<file path="src/design/circular_deque_macros.svh">
// Assertion macros shared by the circular deque modules.
// Needs no other file; the using module must have signals named clk and rst_n.
`ifndef CIRCULAR_DEQUE_MACROS_SVH
`define CIRCULAR_DEQUE_MACROS_SVH
`ifndef SYNTHESIS
// Property that must hold at every rising clock edge outside reset.
`define CDQ_ASSERT(label, prop, msg) \
    label: assert property (@(posedge clk) disable iff (!rst_n) prop) else $error(msg);
// Condition that must never be true at a rising clock edge outside reset.
`define CDQ_NEVER(label, cond, msg) \
    label: assert property (@(posedge clk) disable iff (!rst_n) !(cond)) else $error(msg);
`else
`define CDQ_ASSERT(label, prop, msg)
`define CDQ_NEVER(label, cond, msg)
`endif
`endif

</file>
<file path="src/design/cdq_pkg.sv">
// Package for the circular deque: request codes, control struct and constants.
// Used by cdq_idx and circular_deque; depends on nothing.
`timescale 1ns / 1ps

package cdq_pkg;

    localparam int DEPTH_DEF      = 64;
    localparam int DATA_WIDTH_DEF = 32;

    // Widths of the word fields and of the capacity register.
    localparam int REQ_W     = 3;
    localparam int OUT_W     = 32;
    localparam int CAP_REG_W = 7;

    // Configuration port layout.
    localparam int APB_ADDR_W = 3;
    localparam int APB_DATA_W = 32;
    localparam logic [APB_ADDR_W-3:0] CFG_IDX_CAPACITY = '0;
    localparam logic [CAP_REG_W-1:0] CAPACITY_RESET = 7'd64;

    // Data returned on a push, on a failed pop or peek and on an unknown request.
    localparam logic [OUT_W-1:0] DATA_NONE = '1;

    typedef enum logic [REQ_W-1:0] {
        REQ_PUSH_FRONT = 3'd0,
        REQ_PUSH_REAR  = 3'd1,
        REQ_POP_FRONT  = 3'd2,
        REQ_POP_REAR   = 3'd3,
        REQ_PEEK_FRONT = 3'd4,
        REQ_PEEK_REAR  = 3'd5
    } req_t;

    // Decision taken for one request.
    typedef struct packed {
        logic ok;
        logic mem_rd;
        logic mem_wr;
        logic is_empty;
        logic is_full;
    } req_ctl_t;

endpackage

</file>
<file path="src/design/circular_deque.sv">
// Circular deque: an accepted request word passes a pending register and then the result register.
// One request per cycle is accepted while the result side does not stall; each request
// makes one access (one read or one write) to the slot memory, which has one port of each.
// Reset empties the deque and sets capacity to 64; the slot memory is not cleared.
// A capacity write also empties the deque.
`timescale 1ns / 1ps
`include "circular_deque_macros.svh"

module circular_deque #(
    parameter int DEPTH      = cdq_pkg::DEPTH_DEF,
    parameter int DATA_WIDTH = cdq_pkg::DATA_WIDTH_DEF
) (
    input  logic                            clk,
    input  logic                            rst_n,
    // Configuration port.
    input  logic                            psel,
    input  logic                            penable,
    input  logic                            pwrite,
    input  logic [cdq_pkg::APB_ADDR_W-1:0]  paddr,
    input  logic [cdq_pkg::APB_DATA_W-1:0]  pwdata,
    output logic [cdq_pkg::APB_DATA_W-1:0]  prdata,
    output logic                            pready,
    // Request channel.
    input  logic                            req_valid,
    output logic                            req_stall,
    input  logic [cdq_pkg::REQ_W-1:0]       req_type,
    input  logic signed [cdq_pkg::OUT_W-1:0] push_value,
    // Result channel.
    output logic                            rsp_valid,
    input  logic                            rsp_stall,
    output logic                            ok,
    output logic signed [cdq_pkg::OUT_W-1:0] data,
    output logic                            is_empty,
    output logic                            is_full
);
    import cdq_pkg::*;

    localparam int IDX_W = $clog2(DEPTH);
    localparam int CAP_W = (CAP_REG_W > $clog2(DEPTH + 1)) ? CAP_REG_W : $clog2(DEPTH + 1);
    localparam int WIDE_W = (DATA_WIDTH > OUT_W) ? DATA_WIDTH : OUT_W;

    // The capacity register holds the raw value written. The last usable slot
    // index is derived from it, with zero acting as one and anything above the
    // memory depth acting as the depth.
    logic [CAP_REG_W-1:0] capacity_reg;
    logic [CAP_W-1:0]     cap_ext;
    logic [IDX_W-1:0]     cap_last;
    logic                 cfg_write;
    logic                 cfg_clear;

    assign pready    = 1'b1;
    assign cfg_write = psel && penable && pwrite && pready;
    assign cfg_clear = cfg_write && (paddr[APB_ADDR_W-1:2] == CFG_IDX_CAPACITY);
    assign prdata    = (paddr[APB_ADDR_W-1:2] == CFG_IDX_CAPACITY)
                       ? APB_DATA_W'(capacity_reg) : '0;
    assign cap_ext   = CAP_W'(capacity_reg);

    always_comb
    begin
        priority if (cap_ext == '0)
        begin
            cap_last = '0;
        end
        else if (cap_ext > CAP_W'(DEPTH))
        begin
            cap_last = IDX_W'(DEPTH - 1);
        end
        else
        begin
            cap_last = IDX_W'(cap_ext - CAP_W'(1));
        end
    end

    always_ff @(posedge clk or negedge rst_n)
    begin
        if (!rst_n)
        begin
            capacity_reg <= CAPACITY_RESET;
        end
        else if (cfg_clear)
        begin
            capacity_reg <= pwdata[CAP_REG_W-1:0];
        end
    end

    // Two-stage flow. At the accepting edge the indices update and the slot
    // memory is written (push) or read (pop, peek). The read data is then out of
    // the memory, and the word moves to the result register when that register is
    // free or its word is taken. A push writes at its own accepting edge, so a later
    // request that reads the same slot always finds the new value; no forwarding is needed.
    logic             pend_valid_reg;
    req_ctl_t         pend_ctl_reg;
    req_ctl_t         ctl;
    logic [IDX_W-1:0] mem_addr;
    logic             pend_adv;
    logic             req_fire;

    logic [OUT_W-1:0]      push_bits;
    logic [WIDE_W-1:0]     push_wide;
    logic [DATA_WIDTH-1:0] rd_data;
    logic [WIDE_W-1:0]     rd_wide;

    assign pend_adv  = !rsp_valid || !rsp_stall;
    assign req_stall = pend_valid_reg && !pend_adv;
    assign req_fire  = req_valid && !req_stall;

    // Values are kept in their low DATA_WIDTH bits and come back zero-extended.
    assign push_bits = push_value;
    assign push_wide = WIDE_W'(push_bits);
    assign rd_wide   = WIDE_W'(rd_data);

    cdq_idx #(
        .DEPTH (DEPTH)
    ) u_idx (
        .clk       (clk),
        .rst_n     (rst_n),
        .cap_last  (cap_last),
        .cfg_clear (cfg_clear),
        .req_fire  (req_fire),
        .req_type  (req_type),
        .ctl       (ctl),
        .addr      (mem_addr)
    );

    cdq_ram #(
        .DEPTH      (DEPTH),
        .DATA_WIDTH (DATA_WIDTH)
    ) u_ram (
        .clk   (clk),
        .we    (req_fire && ctl.mem_wr),
        .waddr (mem_addr),
        .wdata (push_wide[DATA_WIDTH-1:0]),
        .re    (req_fire && ctl.mem_rd),
        .raddr (mem_addr),
        .rdata (rd_data)
    );

    always_ff @(posedge clk or negedge rst_n)
    begin
        if (!rst_n)
        begin
            pend_valid_reg <= 1'b0;
        end
        else if (req_fire)
        begin
            pend_valid_reg <= 1'b1;
        end
        else if (pend_adv)
        begin
            pend_valid_reg <= 1'b0;
        end
    end

    always_ff @(posedge clk)
    begin
        if (req_fire)
        begin
            pend_ctl_reg <= ctl;
        end
    end

    // Result register: the output word waits here while the receiver stalls.
    logic                  rsp_valid_reg;
    logic                  ok_reg;
    logic [OUT_W-1:0]      data_reg;
    logic                  is_empty_reg;
    logic                  is_full_reg;

    always_ff @(posedge clk or negedge rst_n)
    begin
        if (!rst_n)
        begin
            rsp_valid_reg <= 1'b0;
        end
        else if (pend_valid_reg && pend_adv)
        begin
            rsp_valid_reg <= 1'b1;
        end
        else if (!rsp_stall)
        begin
            rsp_valid_reg <= 1'b0;
        end
    end

    always_ff @(posedge clk)
    begin
        if (pend_valid_reg && pend_adv)
        begin
            ok_reg       <= pend_ctl_reg.ok;
            data_reg     <= pend_ctl_reg.mem_rd ? rd_wide[OUT_W-1:0] : DATA_NONE;
            is_empty_reg <= pend_ctl_reg.is_empty;
            is_full_reg  <= pend_ctl_reg.is_full;
        end
    end

    assign rsp_valid = rsp_valid_reg;
    assign ok        = ok_reg;
    assign data      = data_reg;
    assign is_empty  = is_empty_reg;
    assign is_full   = is_full_reg;

    `CDQ_ASSERT(a_fail_data, (rsp_valid_reg && !ok_reg) |-> (data_reg == DATA_NONE), "failed request returns data other than all ones")
    `CDQ_NEVER(a_flags_exclusive, rsp_valid_reg && is_empty_reg && is_full_reg, "deque reported both empty and full")

endmodule

</file>
<file path="src/design/cdq_ram.sv">
// Slot store of the circular deque: one write port, one registered read port.
// Depends on nothing.
`timescale 1ns / 1ps

module cdq_ram #(
    parameter int DEPTH      = 64,
    parameter int DATA_WIDTH = 32
) (
    input  logic                     clk,
    input  logic                     we,
    input  logic [$clog2(DEPTH)-1:0] waddr,
    input  logic [DATA_WIDTH-1:0]    wdata,
    input  logic                     re,
    input  logic [$clog2(DEPTH)-1:0] raddr,
    output logic [DATA_WIDTH-1:0]    rdata
);

    logic [DATA_WIDTH-1:0] mem [DEPTH];

    always_ff @(posedge clk)
    begin
        if (we)
        begin
            mem[waddr] <= wdata;
        end
    end

    // Read data holds until the next read, so a stalled result keeps its value.
    always_ff @(posedge clk)
    begin
        if (re)
        begin
            rdata <= mem[raddr];
        end
    end

endmodule

</file>
<file path="src/design/cdq_idx.sv">
// Head, tail and empty state of the circular deque and the per-request decision.
// Depends on cdq_pkg and circular_deque_macros.svh.
`timescale 1ns / 1ps
`include "circular_deque_macros.svh"

module cdq_idx #(
    parameter int DEPTH = 64
) (
    input  logic                     clk,
    input  logic                     rst_n,
    input  logic [$clog2(DEPTH)-1:0] cap_last,
    input  logic                     cfg_clear,
    input  logic                     req_fire,
    input  logic [cdq_pkg::REQ_W-1:0] req_type,
    output cdq_pkg::req_ctl_t        ctl,
    output logic [$clog2(DEPTH)-1:0] addr
);
    import cdq_pkg::*;

    localparam int IDX_W = $clog2(DEPTH);

    logic [IDX_W-1:0] head_reg, head_next;
    logic [IDX_W-1:0] tail_reg, tail_next;
    logic             empty_reg, empty_next;
    logic [IDX_W-1:0] nxt_head, prv_head, nxt_tail, prv_tail;
    logic             full_now;

    function automatic logic [IDX_W-1:0] step_up(input logic [IDX_W-1:0] i,
                                                input logic [IDX_W-1:0] last);
        return (i == last) ? '0 : i + IDX_W'(1);
    endfunction

    function automatic logic [IDX_W-1:0] step_down(input logic [IDX_W-1:0] i,
                                                  input logic [IDX_W-1:0] last);
        return (i == '0) ? last : i - IDX_W'(1);
    endfunction

    assign nxt_head = step_up(head_reg, cap_last);
    assign prv_head = step_down(head_reg, cap_last);
    assign nxt_tail = step_up(tail_reg, cap_last);
    assign prv_tail = step_down(tail_reg, cap_last);
    assign full_now = !empty_reg && (nxt_tail == head_reg);

    always_comb
    begin
        head_next  = head_reg;
        tail_next  = tail_reg;
        empty_next = empty_reg;
        ctl        = '0;
        addr       = head_reg;
        unique case (req_t'(req_type))
            REQ_PUSH_FRONT, REQ_PUSH_REAR:
            begin
                if (!full_now)
                begin
                    ctl.ok     = 1'b1;
                    ctl.mem_wr = 1'b1;
                    if (empty_reg)
                    begin
                        // The first element always lands in slot zero.
                        head_next  = '0;
                        tail_next  = '0;
                        empty_next = 1'b0;
                        addr       = '0;
                    end
                    else if (req_t'(req_type) == REQ_PUSH_FRONT)
                    begin
                        head_next = prv_head;
                        addr      = prv_head;
                    end
                    else
                    begin
                        tail_next = nxt_tail;
                        addr      = nxt_tail;
                    end
                end
            end
            REQ_POP_FRONT, REQ_POP_REAR:
            begin
                if (!empty_reg)
                begin
                    ctl.ok     = 1'b1;
                    ctl.mem_rd = 1'b1;
                    addr = (req_t'(req_type) == REQ_POP_FRONT) ? head_reg : tail_reg;
                    if (head_reg == tail_reg)
                    begin
                        head_next  = '0;
                        tail_next  = '0;
                        empty_next = 1'b1;
                    end
                    else if (req_t'(req_type) == REQ_POP_FRONT)
                    begin
                        head_next = nxt_head;
                    end
                    else
                    begin
                        tail_next = prv_tail;
                    end
                end
            end
            REQ_PEEK_FRONT, REQ_PEEK_REAR:
            begin
                if (!empty_reg)
                begin
                    ctl.ok     = 1'b1;
                    ctl.mem_rd = 1'b1;
                    addr = (req_t'(req_type) == REQ_PEEK_FRONT) ? head_reg : tail_reg;
                end
            end
            default:
            begin
            end
        endcase
        ctl.is_empty = empty_next;
        ctl.is_full  = !empty_next && (step_up(tail_next, cap_last) == head_next);
    end

    always_ff @(posedge clk or negedge rst_n)
    begin
        if (!rst_n)
        begin
            head_reg  <= '0;
            tail_reg  <= '0;
            empty_reg <= 1'b1;
        end
        else if (cfg_clear)
        begin
            head_reg  <= '0;
            tail_reg  <= '0;
            empty_reg <= 1'b1;
        end
        else if (req_fire)
        begin
            head_reg  <= head_next;
            tail_reg  <= tail_next;
            empty_reg <= empty_next;
        end
    end

    `CDQ_ASSERT(a_empty_at_origin, empty_reg |-> (head_reg == '0 && tail_reg == '0), "empty deque with indices away from slot zero")
    `CDQ_ASSERT(a_index_range, (head_reg <= cap_last && tail_reg <= cap_last), "index beyond capacity")
    `CDQ_ASSERT(a_push_fills, (req_fire && ctl.mem_wr && !cfg_clear) |=> !empty_reg, "deque empty after a stored push")

endmodule

</file>
<file path="config.mk">
export PLATFORM = sky130hd
export DESIGN_NAME = circular_deque
export DESIGN_NICKNAME = d
export VERILOG_FILES = /design/src/design/cdq_pkg.sv /design/src/design/circular_deque.sv /design/src/design/cdq_ram.sv /design/src/design/cdq_idx.sv
export VERILOG_INCLUDE_DIRS = /design/src /design/src/design
export SDC_FILE = /design/constraint.sdc
export NUM_CORES = 2
export LEC_CHECK = 0
export BUFFER_PORTS_ARGS = -buffer_cell sky130_fd_sc_hd__buf_2
export CAP_MARGIN = 25
export CORE_ASPECT_RATIO = 1.2
export CORE_MARGIN = 4
export CORE_UTILIZATION = 42
export CTS_BUF_LIST = sky130_fd_sc_hd__clkbuf_4
export DETAILED_ROUTE_END_ITERATION = 10
export SLEW_MARGIN = 20
export SYNTH_ARGS = -nofsm -noshare
export SYNTH_HDL_FRONTEND = slang
export SYNTH_HIERARCHICAL = 1
export SYNTH_SLANG_ARGS = --single-unit
</file>
<file path="constraint.sdc">
create_clock -name clk -period 18.5 [get_ports clk]
set_clock_uncertainty 0.05 [all_clocks]
set_input_delay 0.925 -clock clk [delete_from_list [all_inputs] [get_ports clk]]
set_output_delay 0.925 -clock clk [all_outputs]
set_load 0.1 [all_outputs]
</file>
==> summary.json <==
{
  "critical_path.cell_chain": {"value": "inv_1, ha_1, or3b_4, nor3_2, o21ai_1, buf_4, xor2_1, nor4_4, and2_1, a31oi_1, a2111oi_4, buf_4, a21oi_1, o21ai_0, o21a_4, buf_12, buf_4, mux4_2, mux4_2, o22ai_1, nor2_1"},
  "area_growth_syn_to_layout": {"value": 12.97, "unit": "%"},
  "run_status": {"value": "finished clean"},
  "finalWorstSetupSlack": {"value": 9.679, "unit": "ns"},
  "root_buffer": {"value": "clkbuf_4"},
  "grt_max_degree": {"value": 102},
  "slowest_stage": {"value": "buf_4"},
  "remaining_drc_errors": {"value": 0},
  "num-fill-cells": {"value": 16550},
  "via_count": {"value": 43630},
  "leakagePower": {"value": 30.07, "unit": "nW"},
  "combPwrFrac": {"value": 0.220},
  "power_density": {"value": 125.2, "unit": "nW/um^2"},
  "final-max-slew-violation-count": {"value": 0},
  "number_of_post_cts_setup_repair_buffers": {"value": 0},
  "worst-r2r-cell-count": {"value": 21},
  "overflow_left_after_global_routing": {"value": 0},
  "r2r_start": {"value": "cap_ext[0]"},
  "num_io_pins": {"value": 147},
  "cp-endpoint": {"value": "u_ram/rdata[24]"},
  "power.switching_fraction": {"value": 0.2884},
  "postSynth.asyncResetShare": {"value": 0.01028},
  "timing.setup.tns": {"value": 0, "unit": "ns"},
  "clock-sinks": {"value": 2141},
  "drt-pass1-iter-count": {"value": 5},
  "share_of_post_route_cells_with_drive_strength_above_1": {"value": 0.3499},
  "die_x": {"value": 416.8, "unit": "um"},
  "ctsHtreeMaxLevel": {"value": 6},
  "cell_depth_of_the_worst_setup_path": {"value": 21},
  "rows": {"value": 179},
  "most_frequent_standard_cell_in_the_layout_excluding_fill_and_tap_cells": {"value": "edfxtp_1"},
  "startpoint_types": {"value": "register"},
  "clockBufferDepth": {"value": 4},
  "yosysTopAreaCell": {"value": "edfxtp_1"},
  "clk-insertion-delay-late": {"value": 1.33, "unit": "ns"},
  "start_util": {"value": 0.4235},
  "detailedPlace.worstSlack": {"value": 9.711, "unit": "ns"},
  "critical_path_arrival": {"value": 9.74, "unit": "ns"},
  "dr_wl_met2": {"value": 114000, "unit": "um"},
  "routed_wl": {"value": 221100, "unit": "um"},
  "timing.slew.headroom": {"value": 0.2363},
  "seq_area_frac_synth": {"value": 0.7621},
  "max-cap-violations": {"value": 0},
  "synth.cell_area": {"value": 84220, "unit": "um^2"},
  "io_buffer_count": {"value": 93},
  "timing.final.crit_period": {"value": 8.821, "unit": "ns"},
  "core": {"value": 198900, "unit": "um^2"},
  "grt_pass1_vias": {"value": 45190},
  "post-synth-top-area-fraction": {"value": 0.7555},
  "tritoncts": {"value": "yes"},
  "ir_drop": {"value": 0.08459, "unit": "mV"},
  "post_synth_main_area_contributors": {"value": "edfxtp_1, mux4_2, mux2i_1"},
  "maxUsedRoutingLayer": {"value": "met4"},
  "crit_required": {"value": 19.42, "unit": "ns"},
  "tritoncts.num_buffers": {"value": 545},
  "grt_pass1_wl": {"value": 318000, "unit": "um"},
  "yosys.cell_types.count": {"value": 91},
  "timing.hold.worst.class": {"value": "input pin to register"},
  "critPathMaxFanout": {"value": 80},
  "timing.final.crit_share": {"value": 0.4768},
  "worst-setup-path-type": {"value": "register to register"},
  "report.final.hold_viol_count": {"value": 0},
  "clkSlewWorstSetupHoldPaths": {"value": 0.06, "unit": "ns"},
  "yosys_warnings": {"value": 6},
  "critical-path-top-delay-family": {"value": "compound AO/OA/AOI/OAI gates"},
  "rsz0062_at_grt": {"value": "false"},
  "die_area": {"value": 207800, "unit": "um^2"},
  "reg2reg_to": {"value": "u_ram/rdata[24]"},
  "detailroute.wirelength.met3": {"value": 15340, "unit": "um"},
  "worst_slew_pin_slew": {"value": 1.138, "unit": "ns"},
  "pwr-share-clk": {"value": 0.320},
  "dp.final_hpwl": {"value": 117300, "unit": "um"},
  "largest_register_ffs": {"value": 2048},
  "via_per_inst": {"value": 5.829},
  "drt_first_iter_violations": {"value": 4197},
  "post_drt_antenna_nets": {"value": 0},
  "post_synth.cell_area_avg": {"value": 21.26, "unit": "um^2"},
  "crit_top_cell": {"value": "buf_4"},
  "r2r_setup_slack": {"value": 9.68, "unit": "ns"},
  "critical_path.startpoint": {"value": "cap_ext[0]"},
  "switchingPower": {"value": 3.435, "unit": "mW"},
  "dominant_synthesized_flop_cell": {"value": "edfxtp_1"},
  "die_h": {"value": 498.5, "unit": "um"},
  "seqPwrFrac": {"value": 0.460},
  "report.final.setup_viol": {"value": 0},
  "global_route.usage.total": {"value": 0.2128},
  "gpl.final_weighted_congestion": {"value": 0.8095},
  "synthesized_netlist_cell_count": {"value": 3962},
  "fin_nets": {"value": 4604},
  "cell_internal_power": {"value": 8.475, "unit": "mW"},
  "detailed_routing_wirelength_on_met1": {"value": 84680, "unit": "um"},
  "number_of_enable_flip_flop_cells_after_synthesis": {"value": 2119},
  "cpPeakStageDelay": {"value": 0.79, "unit": "ns"},
  "clock.fmax": {"value": 113.4, "unit": "MHz"},
  "grt_antenna_before_repair": {"value": 11},
  "timing.critical_path.buf_inv": {"value": 5},
  "synth.ff_latch_count": {"value": 2141},
  "timing.critical_path.to_type": {"value": "register"},
  "route.detailed.wl_per_inst": {"value": 29.54, "unit": "um"},
  "most-common-layout-cells": {"value": "edfxtp_1, clkbuf_4, mux4_2"}
}
==> stage by stage <==
stage	utilization	hold WS (ns)	total power, mW	instances	area, um^2
2_1_floorplan	-	0.3503	7.364	3986	84310
3_3_place_gp	0.4440	0.3553	8.202	6566	88310
3_5_place_dp	0.4444	0.3556	8.217	6569	88380
4_1_cts	0.4775	0.01088	12.06	7459	94970
5_1_grt	0.4783	0.006262	12.46	7480	95130
6_report	0.4784	0.06532	11.91	7484	95140
==> how the worst min path moves through the flow <==
stage	start	end	slack [ns]	depth (start not counted)
floorplan	pend_ctl_reg[1]	is_empty	0.35	0
detailed placement	pend_ctl_reg[1]	is_empty	0.36	0
global placement	pend_ctl_reg[0]	is_full	0.36	0
CTS	push_value[28]	u_ram/mem[1][28]	0.01	1
global route	push_value[30]	u_ram/mem[4][30]	0.006	1
finish	push_value[30]	u_ram/mem[4][30]	0.07	1
==> Yosys cell counts, types with 5 or more instances <==
library cell	instances
edfxtp_1	2119
mux4_2	544
nor2_1	188
a21oi_1	116
clkbuf_1	110
mux2i_1	100
o22ai_1	88
nand2_1	69
buf_2	65
buf_4	54
nand2b_1	45
o21ai_0	39
o221ai_1	33
buf_1	25
nor2b_1	25
nand3_1	22
nor3_1	22
inv_1	21
dfrtp_1	20
xnor2_1	17
xor2_1	16
a22oi_1	15
mux2_2	13
ha_1	12
a211oi_1	11
a311oi_1	10
or3_1	9
and3_1	8
buf_6	8
a221oi_1	7
o21ai_1	7
o31ai_1	7
nand3b_1	6
a41o_1	5
nand4_1	5
o21a_1	5
or2_2	5
==> routing by layer <==
| metal | GRT usage | vias up |
|---|---|---|
| li1 | - | 18010 |
| met1 | 0.2750 | 23230 |
| met2 | 0.3628 | 1987 |
| met3 | 0.03616 | 396 |
| met4 | 0.07990 | 0 |
| met5 | 0 | - |
==> cell type report <==
type / instances / area (um^2) / area share
Antenna cell: 22 / 55.05 / 0.0005786
Clock buffer: 763 / 5728 / 0.06021
Clock inverter: 107 / 666.9 / 0.007009
Inverter: 23 / 86.33 / 0.0009074
Multi-Input combinational cell: 1560 / 19260 / 0.2025
Sequential cell: 2141 / 64180 / 0.6746
Tap cell: 2624 / 3283 / 0.03451
Timing Repair Buffer: 244 / 1874 / 0.01970
==> what timing repair did <==
item / 4_1_cts / 5_1_grt
hold endpoints to repair: 31 / 16
setup endpoints to repair: 0 / 0
hold buffers: 20 / 1
resized for setup: 0 / 0
==> power by group through the flow <==
stage               logic, mW  registers [mW]  clock network (mW)
global placement         2.62            5.58                   0
CTS                      2.65            5.48                3.93
floorplan                1.79            5.58                   0
finish                   2.62            5.48                3.81
detailed placement       2.63            5.58                   0
global route             2.78            5.48                4.20
==> logic make-up after synthesis <==
| family | count (synthesis) | synth area share |
|---|---|---|
| buf+inv | 285 | 0.01679 |
| mux | 657 | 0.1591 |
| other cells | 2 | 0.00008917 |
| flops | 2141 | 0.7621 |
| xor+xnor | 33 | 0.003432 |
| fa+ha+maj | 12 | 0.001783 |
| compound gates | 392 | 0.03105 |
| simple gates | 440 | 0.02564 |
No activity file was read; power rests on OpenSTA's default activity.
